<file path="src/lspn_pkg.sv">
`timescale 1ns / 1ps
`default_nettype none

package lspn_pkg;

    // Field and state widths
    localparam int MAX_POINTS = 64;
    localparam int CNT_W      = 7;
    localparam int POS_W      = 24;
    localparam int PROD_W     = 2 * POS_W;
    localparam int S1_W       = 30;
    localparam int S2_W       = 54;
    localparam int OUT_W      = 32;
    localparam int STAT_W     = 2;

    // Fit arithmetic widths
    localparam int COEF_W     = 61;
    localparam int HALF_W     = 32;
    localparam int PP_W       = 2 * HALF_W;
    localparam int WIDE_W     = 123;
    localparam int KEEP_BITS  = 31;
    localparam int FRAC_BITS  = 30;
    localparam int NORM_COARSE = 16;
    localparam int SQ_W       = 64;
    localparam int LEN_W      = 32;
    localparam int NUM_W      = KEEP_BITS + FRAC_BITS + 1;
    localparam int QUO_W      = 31;
    localparam int NCOEF      = 5;
    localparam int NLANE      = 3;

    // Sequencer step counter and its end points
    localparam int STEP_W = 5;
    localparam logic [STEP_W-1:0] COEF_LAST = STEP_W'(NCOEF - 1);
    localparam logic [STEP_W-1:0] MUL_LAST  = STEP_W'(23);
    localparam logic [STEP_W-1:0] SQ_FIRST  = STEP_W'(24);
    localparam logic [STEP_W-1:0] SQ_MID    = STEP_W'(25);
    localparam logic [STEP_W-1:0] SQ_LAST   = STEP_W'(26);
    localparam logic [STEP_W-1:0] SQRT_LAST = STEP_W'(SQ_W / 2 - 1);
    localparam logic [STEP_W-1:0] DIV_LAST  = STEP_W'(QUO_W - 1);

    // Result status codes
    localparam logic [STAT_W-1:0] ST_OK   = 2'd0;
    localparam logic [STAT_W-1:0] ST_SING = 2'd1;
    localparam logic [STAT_W-1:0] ST_FEW  = 2'd2;

    // Commands from the sequencer to the datapath
    typedef struct packed {
        logic              coef_issue;
        logic [2:0]        coef_sel;
        logic              mag_load;
        logic              mul_issue;
        logic [STEP_W-1:0] mul_idx;
        logic              pqr_load;
        logic              norm_step;
        logic              sqrt_init;
        logic              sqrt_step;
        logic              div_init;
        logic              div_step;
        logic              out_load;
        logic [STAT_W-1:0] out_status;
        logic              clear;
    } cmd_t;

    // Status from the datapath to the sequencer
    typedef struct packed {
        logic count_lt3;
        logic q_zero;
        logic norm_done;
        logic out_free;
    } sts_t;

endpackage

`default_nettype wire

</file>
<file path="src/lspn_ctrl.sv">
`timescale 1ns / 1ps
`default_nettype none

module lspn_ctrl (
    input  logic            clk,
    input  logic            rst_n,
    input  logic            in_accept,
    input  logic            last_point,
    input  lspn_pkg::sts_t  sts,
    output logic            in_ready,
    output lspn_pkg::cmd_t  cmd
);
    import lspn_pkg::*;

    localparam logic [3:0] S_ACC   = 4'd0;
    localparam logic [3:0] S_DRAIN = 4'd1;
    localparam logic [3:0] S_COEF  = 4'd2;
    localparam logic [3:0] S_COEFW = 4'd3;
    localparam logic [3:0] S_MAG   = 4'd4;
    localparam logic [3:0] S_PROD  = 4'd5;
    localparam logic [3:0] S_PRODW = 4'd6;
    localparam logic [3:0] S_ZCHK  = 4'd7;
    localparam logic [3:0] S_NORM  = 4'd8;
    localparam logic [3:0] S_SQ    = 4'd9;
    localparam logic [3:0] S_SQW   = 4'd10;
    localparam logic [3:0] S_SINIT = 4'd11;
    localparam logic [3:0] S_SQRT  = 4'd12;
    localparam logic [3:0] S_DINIT = 4'd13;
    localparam logic [3:0] S_DIV   = 4'd14;
    localparam logic [3:0] S_WRITE = 4'd15;

    logic [3:0]        state_reg, state_next;
    logic [STEP_W-1:0] cnt_reg, cnt_next;
    logic [STAT_W-1:0] status_reg, status_next;

    // Sequence the fit one phase after another
    always_comb
    begin
        state_next  = state_reg;
        cnt_next    = cnt_reg;
        status_next = status_reg;
        in_ready    = 1'b0;
        cmd         = '0;
        case (state_reg)
            S_ACC:
            begin
                in_ready = 1'b1;
                if (in_accept && last_point)
                begin
                    state_next = S_DRAIN;
                end
            end
            S_DRAIN:
            begin
                cnt_next = '0;
                if (sts.count_lt3)
                begin
                    status_next = ST_FEW;
                    state_next  = S_WRITE;
                end
                else
                begin
                    status_next = ST_OK;
                    state_next  = S_COEF;
                end
            end
            S_COEF:
            begin
                cmd.coef_issue = 1'b1;
                cmd.coef_sel   = cnt_reg[2:0];
                if (cnt_reg == COEF_LAST)
                begin
                    state_next = S_COEFW;
                end
                else
                begin
                    cnt_next = cnt_reg + 1'b1;
                end
            end
            S_COEFW:
            begin
                state_next = S_MAG;
            end
            S_MAG:
            begin
                cmd.mag_load = 1'b1;
                cnt_next     = '0;
                state_next   = S_PROD;
            end
            S_PROD:
            begin
                cmd.mul_issue = 1'b1;
                cmd.mul_idx   = cnt_reg;
                if (cnt_reg == MUL_LAST)
                begin
                    state_next = S_PRODW;
                end
                else
                begin
                    cnt_next = cnt_reg + 1'b1;
                end
            end
            S_PRODW:
            begin
                state_next = S_ZCHK;
            end
            S_ZCHK:
            begin
                if (sts.q_zero)
                begin
                    status_next = ST_SING;
                    state_next  = S_WRITE;
                end
                else
                begin
                    cmd.pqr_load = 1'b1;
                    state_next   = S_NORM;
                end
            end
            S_NORM:
            begin
                if (sts.norm_done)
                begin
                    cnt_next   = SQ_FIRST;
                    state_next = S_SQ;
                end
                else
                begin
                    cmd.norm_step = 1'b1;
                end
            end
            S_SQ:
            begin
                cmd.mul_issue = 1'b1;
                cmd.mul_idx   = cnt_reg;
                if (cnt_reg == SQ_LAST)
                begin
                    state_next = S_SQW;
                end
                else
                begin
                    cnt_next = cnt_reg + 1'b1;
                end
            end
            S_SQW:
            begin
                state_next = S_SINIT;
            end
            S_SINIT:
            begin
                cmd.sqrt_init = 1'b1;
                cnt_next      = '0;
                state_next    = S_SQRT;
            end
            S_SQRT:
            begin
                cmd.sqrt_step = 1'b1;
                if (cnt_reg == SQRT_LAST)
                begin
                    state_next = S_DINIT;
                end
                else
                begin
                    cnt_next = cnt_reg + 1'b1;
                end
            end
            S_DINIT:
            begin
                cmd.div_init = 1'b1;
                cnt_next     = '0;
                state_next   = S_DIV;
            end
            S_DIV:
            begin
                cmd.div_step = 1'b1;
                if (cnt_reg == DIV_LAST)
                begin
                    state_next = S_WRITE;
                end
                else
                begin
                    cnt_next = cnt_reg + 1'b1;
                end
            end
            S_WRITE:
            begin
                if (sts.out_free)
                begin
                    cmd.out_load   = 1'b1;
                    cmd.out_status = status_reg;
                    cmd.clear      = 1'b1;
                    state_next     = S_ACC;
                end
            end
            default:
            begin
                state_next = S_ACC;
            end
        endcase
    end

    always_ff @(posedge clk or negedge rst_n)
    begin
        if (!rst_n)
        begin
            state_reg  <= S_ACC;
            cnt_reg    <= '0;
            status_reg <= ST_OK;
        end
        else
        begin
            state_reg  <= state_next;
            cnt_reg    <= cnt_next;
            status_reg <= status_next;
        end
    end

endmodule

`default_nettype wire

</file>
<file path="config.mk">
export PLATFORM = sky130hd
export DESIGN_NAME = lspn_ctrl
export DESIGN_NICKNAME = d
export VERILOG_FILES = /design/src/lspn_pkg.sv /design/src/lspn_ctrl.sv
export SDC_FILE = /design/constraint.sdc
export NUM_CORES = 1
export LEC_CHECK = 0
export BUFFER_PORTS_ARGS = -buffer_cell sky130_fd_sc_hd__buf_2
export CORE_MARGIN = 2
export CORE_UTILIZATION = 52
export DETAILED_ROUTE_END_ITERATION = 10
export PLACE_DENSITY = 0.9
export SLEW_MARGIN = 10
export SYNTH_ARGS = -nofsm -noshare
export SYNTH_HDL_FRONTEND = slang
export SYNTH_SLANG_ARGS = --single-unit
</file>
<file path="constraint.sdc">
create_clock -name clk -period 2.7 [get_ports clk]
set_input_delay 0 -clock clk [delete_from_list [all_inputs] [get_ports clk]]
set_output_delay 0 -clock clk [all_outputs]
set_load 0.005 [all_outputs]
</file>
# Word-level counts from Yosys, hierarchy flattened
# Cells that the tools add are included.
# W data, S select, Z words.
[classes] add_sub_neg=1 n_eq_ne=34 muxes=35 n_reduce_logical=9
[op_table] operator="$pmux W4 S16" count=1
[op_table] operator="$mux W4" count=12
[op_table] operator="$pmux W5 S7" count=1
[op_table] operator="$eq A4 B4 Y1 const B" count=8
[op_table] operator="$mux W5" count=6
[op_table] operator="$ne A2 B2 Y1 const B" count=14
[op_table] operator="$eq A5 B5 Y1 const B" count=4
[op_table] operator="$eq A4 B3 Y1 const B" count=4
[op_table] operator="$mux W1" count=10
[op_table] operator="$eq A4 B2 Y1 const B" count=2
[op_table] operator="$reduce_and A8 Y1" count=1
[op_table] operator="$reduce_and A7 Y1" count=1
[op_table] operator="$reduce_bool A7 Y1" count=1
[op_table] operator="$mux W6" count=1
[op_table] operator="$add A5 B1 Y5 const B" count=1
[op_table] operator="$eq A5 B3 Y1 const B" count=1
[op_table] operator="$eq A4 B1 Y1 const B" count=1
[op_table] operator="$logic_not A4 Y1" count=1
[op_table] operator="$mux W2" count=2
[op_table] operator="$pmux W2 S2" count=1
[op_table] operator="$reduce_or A4 Y1" count=1
[op_table] operator="$mux W3" count=1
[op_table] operator="$reduce_and A2 Y1" count=1
[op_table] operator="$reduce_bool A2 Y1" count=1
[op_table] operator="2 further kinds" count=2
[word_totals] reg_bits=11 inputBits=8 output_inout_bits=22 word_cells=82

# Logic depth before layout (Yosys ltp)
[depth] word_depth=4 mapped_depth=9 mapped_depth_nobuf=8

# Least setup slack after synthesis
# No wires, ideal clock.
[synth_timing] kind="reg-to-reg" start="register cnt_reg[1]" end="register state_reg[1]" setup_ns=0.125 t_arrival_ns=1.887 setup_slack_ns=0.688 stages_incl_launch_ff=9 n_path_buf=0 cell_sequence="dfrtp_1 -> ha_1 -> and3_1 -> ha_1 -> or3_1 -> a21oi_1 -> nor3b_2 -> nand3_1 -> mux2_4"
[synth_between] elab_chain_cells=3 word_cells_on_any_way=11 cone_classes="eq/ne: 10; reduce/logical: 1"
[synth_lines] element="start: declaration" line_no="lspn_ctrl.sv:33" text="logic [STEP_W-1:0] cnt_reg, cnt_next;"
[synth_lines] element="start signal: assignment" line_no="lspn_ctrl.sv:213" text="cnt_reg <= cnt_next;"
[synth_lines] element="$eq A5 B5 Y1 (tied with other cells)" line_no="lspn_ctrl.sv:176" text="if (cnt_reg == DIV_LAST)"
[synth_lines] element="$ne A2 B2 Y1 (no line)"
[synth_lines] element="$reduce_and A8 Y1 (no line) *"
[synth_lines] element="end signal: assignment" line_no="lspn_ctrl.sv:212" text="state_reg <= state_next;"
[synth_lines] element="end: declaration" line_no="lspn_ctrl.sv:32" text="logic [3:0] state_reg, state_next;"
# Every way passes the cells marked *; elsewhere a longest branch is shown, timed or not.
# A chain may end at the register's enable or synchronous reset.

# Final worst setup path
[layout_timing] start="register state_reg[2]" end="register state_reg[1]"
[layout_between] elab_chain_cells=3 word_cells_on_any_way=26 cone_classes="eq/ne: 23; mux: 1; reduce/logical: 2"
[layout_lines] element="$eq A4 B4 Y1 (tied with other cells)" line_no="lspn_ctrl.sv:44" text="case (state_reg)"
[layout_lines] element="$ne A2 B2 Y1 (no line)"
[layout_lines] element="$reduce_and A8 Y1 (no line)"
# Parallel ways exist; a longest one is shown, timed or not.

==> results.py <==
metrics = {
    "detailed_routing": {
        "routed-via-count": 1092,
        "wl_met3_um": 213,
        "drt-total-wl_um": 2600,
        "routed.top_layer": "met4",
        "route.met2.wl_um": 1200,
        "via_per_inst": 5.90,
        "wl_met1_um": 1140,
        "ant_nets": 0,
        "routedWlPerCell_um": 14.1,
        "drt_pass1_iterations": 4,
        "drt_iter0_markers": 31,
        "drc_errors": 0,
    },
    "power": {
        "peakVddDrop_v": 0.000784,
        "finalPower_w": 0.00142,
        "power_density_nw_per_um2": 1160,
        "p_leak_nw": 0.597,
    },
    "grt": {
        "antenna_found_initial": 0,
        "grt_pass1_wl_um": 4500,
        "grt_max_degree": 26,
        "gr-total-overflow": 0,
        "grtUsageTotal": 0.230,
        "grt_pass1_vias": 1013,
    },
    "timing": {
        "fmax_ghz": 0.442,
        "period_share": 0.838,
        "worst_slew_pin_slew_ns": 0.705,
        "rsz0062_at_grt": "false",
        "setup_viol": 0,
        "finalHoldViolations": 0,
        "drv_slew": 0,
        "clock_skew_ns": 0.00483,
        "setup_tns_ns": 0,
        "timing.slew.headroom": 0.530,
        "finalCriticalPeriod_ns": 2.26,
    },
    "worst_setup_path": {
        "path_class": "reg -> reg",
        "crit_fanout": 25,
        "required_ns": 2.87,
        "reg2reg_slack_ns": 0.44,
        "critPathArrivalTime_ns": 2.43,
        "startpoint_type": "flip-flop",
        "r2r_cells": 5,
        "crit_path_end_kind": "flip-flop",
        "rr_endpoint": "state_reg[1]$_DFFE_PN0P_",
        "r2r_start": "state_reg[2]$_DFFE_PN0P_",
    },
    "die": {
        "core_area_sq_um": 1960,
        "placementRows": 16,
        "dieHeight_um": 49.7,
        "io_pins": 30,
        "initial_core_util": 0.554,
        "die_x_um": 49.7,
        "die_area_sq_um": 2470,
    },
    "synth": {
        "yosysTopAreaCellShare": 0.253,
        "async_flop_share": 1.00,
        "syn_inst": 135,
        "yosysTopAreaCell": "dfrtp_1",
        "synth.distinct_cells": 48,
        "synth_area_sq_um": 1090,
        "yosys-top-cells-count": "nor2_1, o21ai_0, dfrtp_1, a21oi_1",
        "synthFlopType": "dfrtp_1",
        "yosysWarnings": 0,
        "syn_avg_cell_area_sq_um": 8.04,
        "yosys_register_bits": 11,
        "ys_seq_area_frac": 0.253,
        "yosys-top-cells-area": "dfrtp_1, o21ai_0, ha_1",
        "syn_nets": 147,
        "synth-edff-count": 0,
    },
    "clocking": {
        "clock_latency_ns": 0.28,
        "cts_tree": "yes",
        "clkTransAtPathRegs_ns": 0.07,
        "cts.htree.levels": 1,
        "root_buffer": "clkbuf_4",
        "cts.repair.resized": 0,
        "clock_path_buffers": 2,
        "cts_buffers": 3,
        "clkSinkCount": 11,
    },
    "hold_path": {
        "hp-start": "sts[0]",
        "hp-class": "in -> reg",
        "min_delay_path_depth": 4,
        "min_to": "state_reg[3]$_DFFE_PN0P_",
    },
    "placement": {
        "hpwl_um": 1930,
        "gp_congestion": 0.844,
        "port_buffers": 29,
    },
    "layout": {
        "nNetsFinal": 171,
        "num_antenna_cells": 0,
        "drive_gt1_frac": 0.259,
        "largest_reg_flops": 5,
        "area.growth.synth_to_final_pct": 13.2,
    },
    "flow_run": {
        "drv_cap": 0,
    },
    "outcome": {
        "outcome": "complete, no violations",
    },
}
==> what timing repair did <==
item | in CTS | in global routing
hold buffers | 2 | 0
setup buffers | 0 | 0
hold endpoints to repair | 12 | 0
==> logic make-up (layout without fill, tap and decap cells) <==
logic type               count (synthesis)  in the layout  synth area share
multiplexers                             3              3            0.0346
XOR/XNOR                                 1              1           0.00807
AO/OA/AOI/OAI                           36             36             0.222
flip-flops                              11             11             0.253
buffers and inverters                   20             43             0.106
adder cells (fa/ha/maj)                  4              4            0.0461
AND/OR/NAND/NOR                         60             60             0.329
==> critical path: stages (launching register included) <==
cell	delay [ns]
dfrtp_1	0.80
or4b_1	0.30
o32ai_1	0.12
a211oi_1	0.42
nand3_1	0.19
mux2_4	0.33
==> power by group <==
part           leakage, nW  switching, W  internal, W
clock               0.0150     0.0000610    0.0000575
sequential           0.131      0.000197     0.000248
combinational        0.451      0.000457     0.000403
==> final cells by class <==
cell class                      instances  area [sq um]
Inverter                                7          26.3
Sequential cell                        11           275
Timing Repair Buffer                   32           173
Tap cell                               27          33.8
Fill cell                             177           732
Clock buffer                            4          26.3
Multi-Input combinational cell        104           696
==> worst max-delay path by stage <==
stage                              from                  endpoint  slack (ns)  cells after the start
2_1_floorplan    cnt_reg[1]$_DFFE_PN0P_  state_reg[1]$_DFFE_PN0P_        0.69                      8
3_3_place_gp     cnt_reg[1]$_DFFE_PN0P_  state_reg[1]$_DFFE_PN0P_        0.56                      8
3_5_place_dp   state_reg[2]$_DFFE_PN0P_  state_reg[1]$_DFFE_PN0P_        0.48                      5
4_1_cts        state_reg[2]$_DFFE_PN0P_  state_reg[1]$_DFFE_PN0P_        0.47                      5
5_1_grt        state_reg[0]$_DFFE_PN0P_  state_reg[1]$_DFFE_PN0P_        0.27                      5
6_report       state_reg[2]$_DFFE_PN0P_  state_reg[1]$_DFFE_PN0P_        0.44                      5
==> stage by stage <==
stage          setup WS (ns)  instances  hold slack, ns  area (sq um)  utilization
3_5_place_dp           0.480        179          -0.108          1180        0.603
4_1_cts                0.467        185          0.0870          1230        0.627
6_report               0.437        185          0.0888          1230        0.627
5_1_grt                0.269        185           0.133          1230        0.627
3_3_place_gp           0.556        179          -0.118          1180        0.603
2_1_floorplan          0.688        135          -0.296          1090            -
==> metal layers <==
layer | vias up | GRT usage
li1 | 536 | -
met1 | 505 | 0.313
met2 | 46 | 0.364
met3 | 5 | 0.0424
met4 | 0 | 0.0833
met5 | - | 0
==> cells in the final DEF (no fill, tap or decap), drive strengths merged, types with 2 or more instances in the layout <==
master and n:
dfrtp 11, nand3b 3, ha 4, buf 30, and3 3, nand4 2, or3 2, nor3b 2
dlygate4sd3 2, a21oi 8, nand2b 2, nor2b 2, nand3 7, o21ai 12, o32ai 2, nor3 6
a22o 2, inv 7, nand2 5, nor2 12, clkbuf 4, and4b 2, and2 6, mux2 3
No activity file was read; power rests on OpenSTA's default activity.
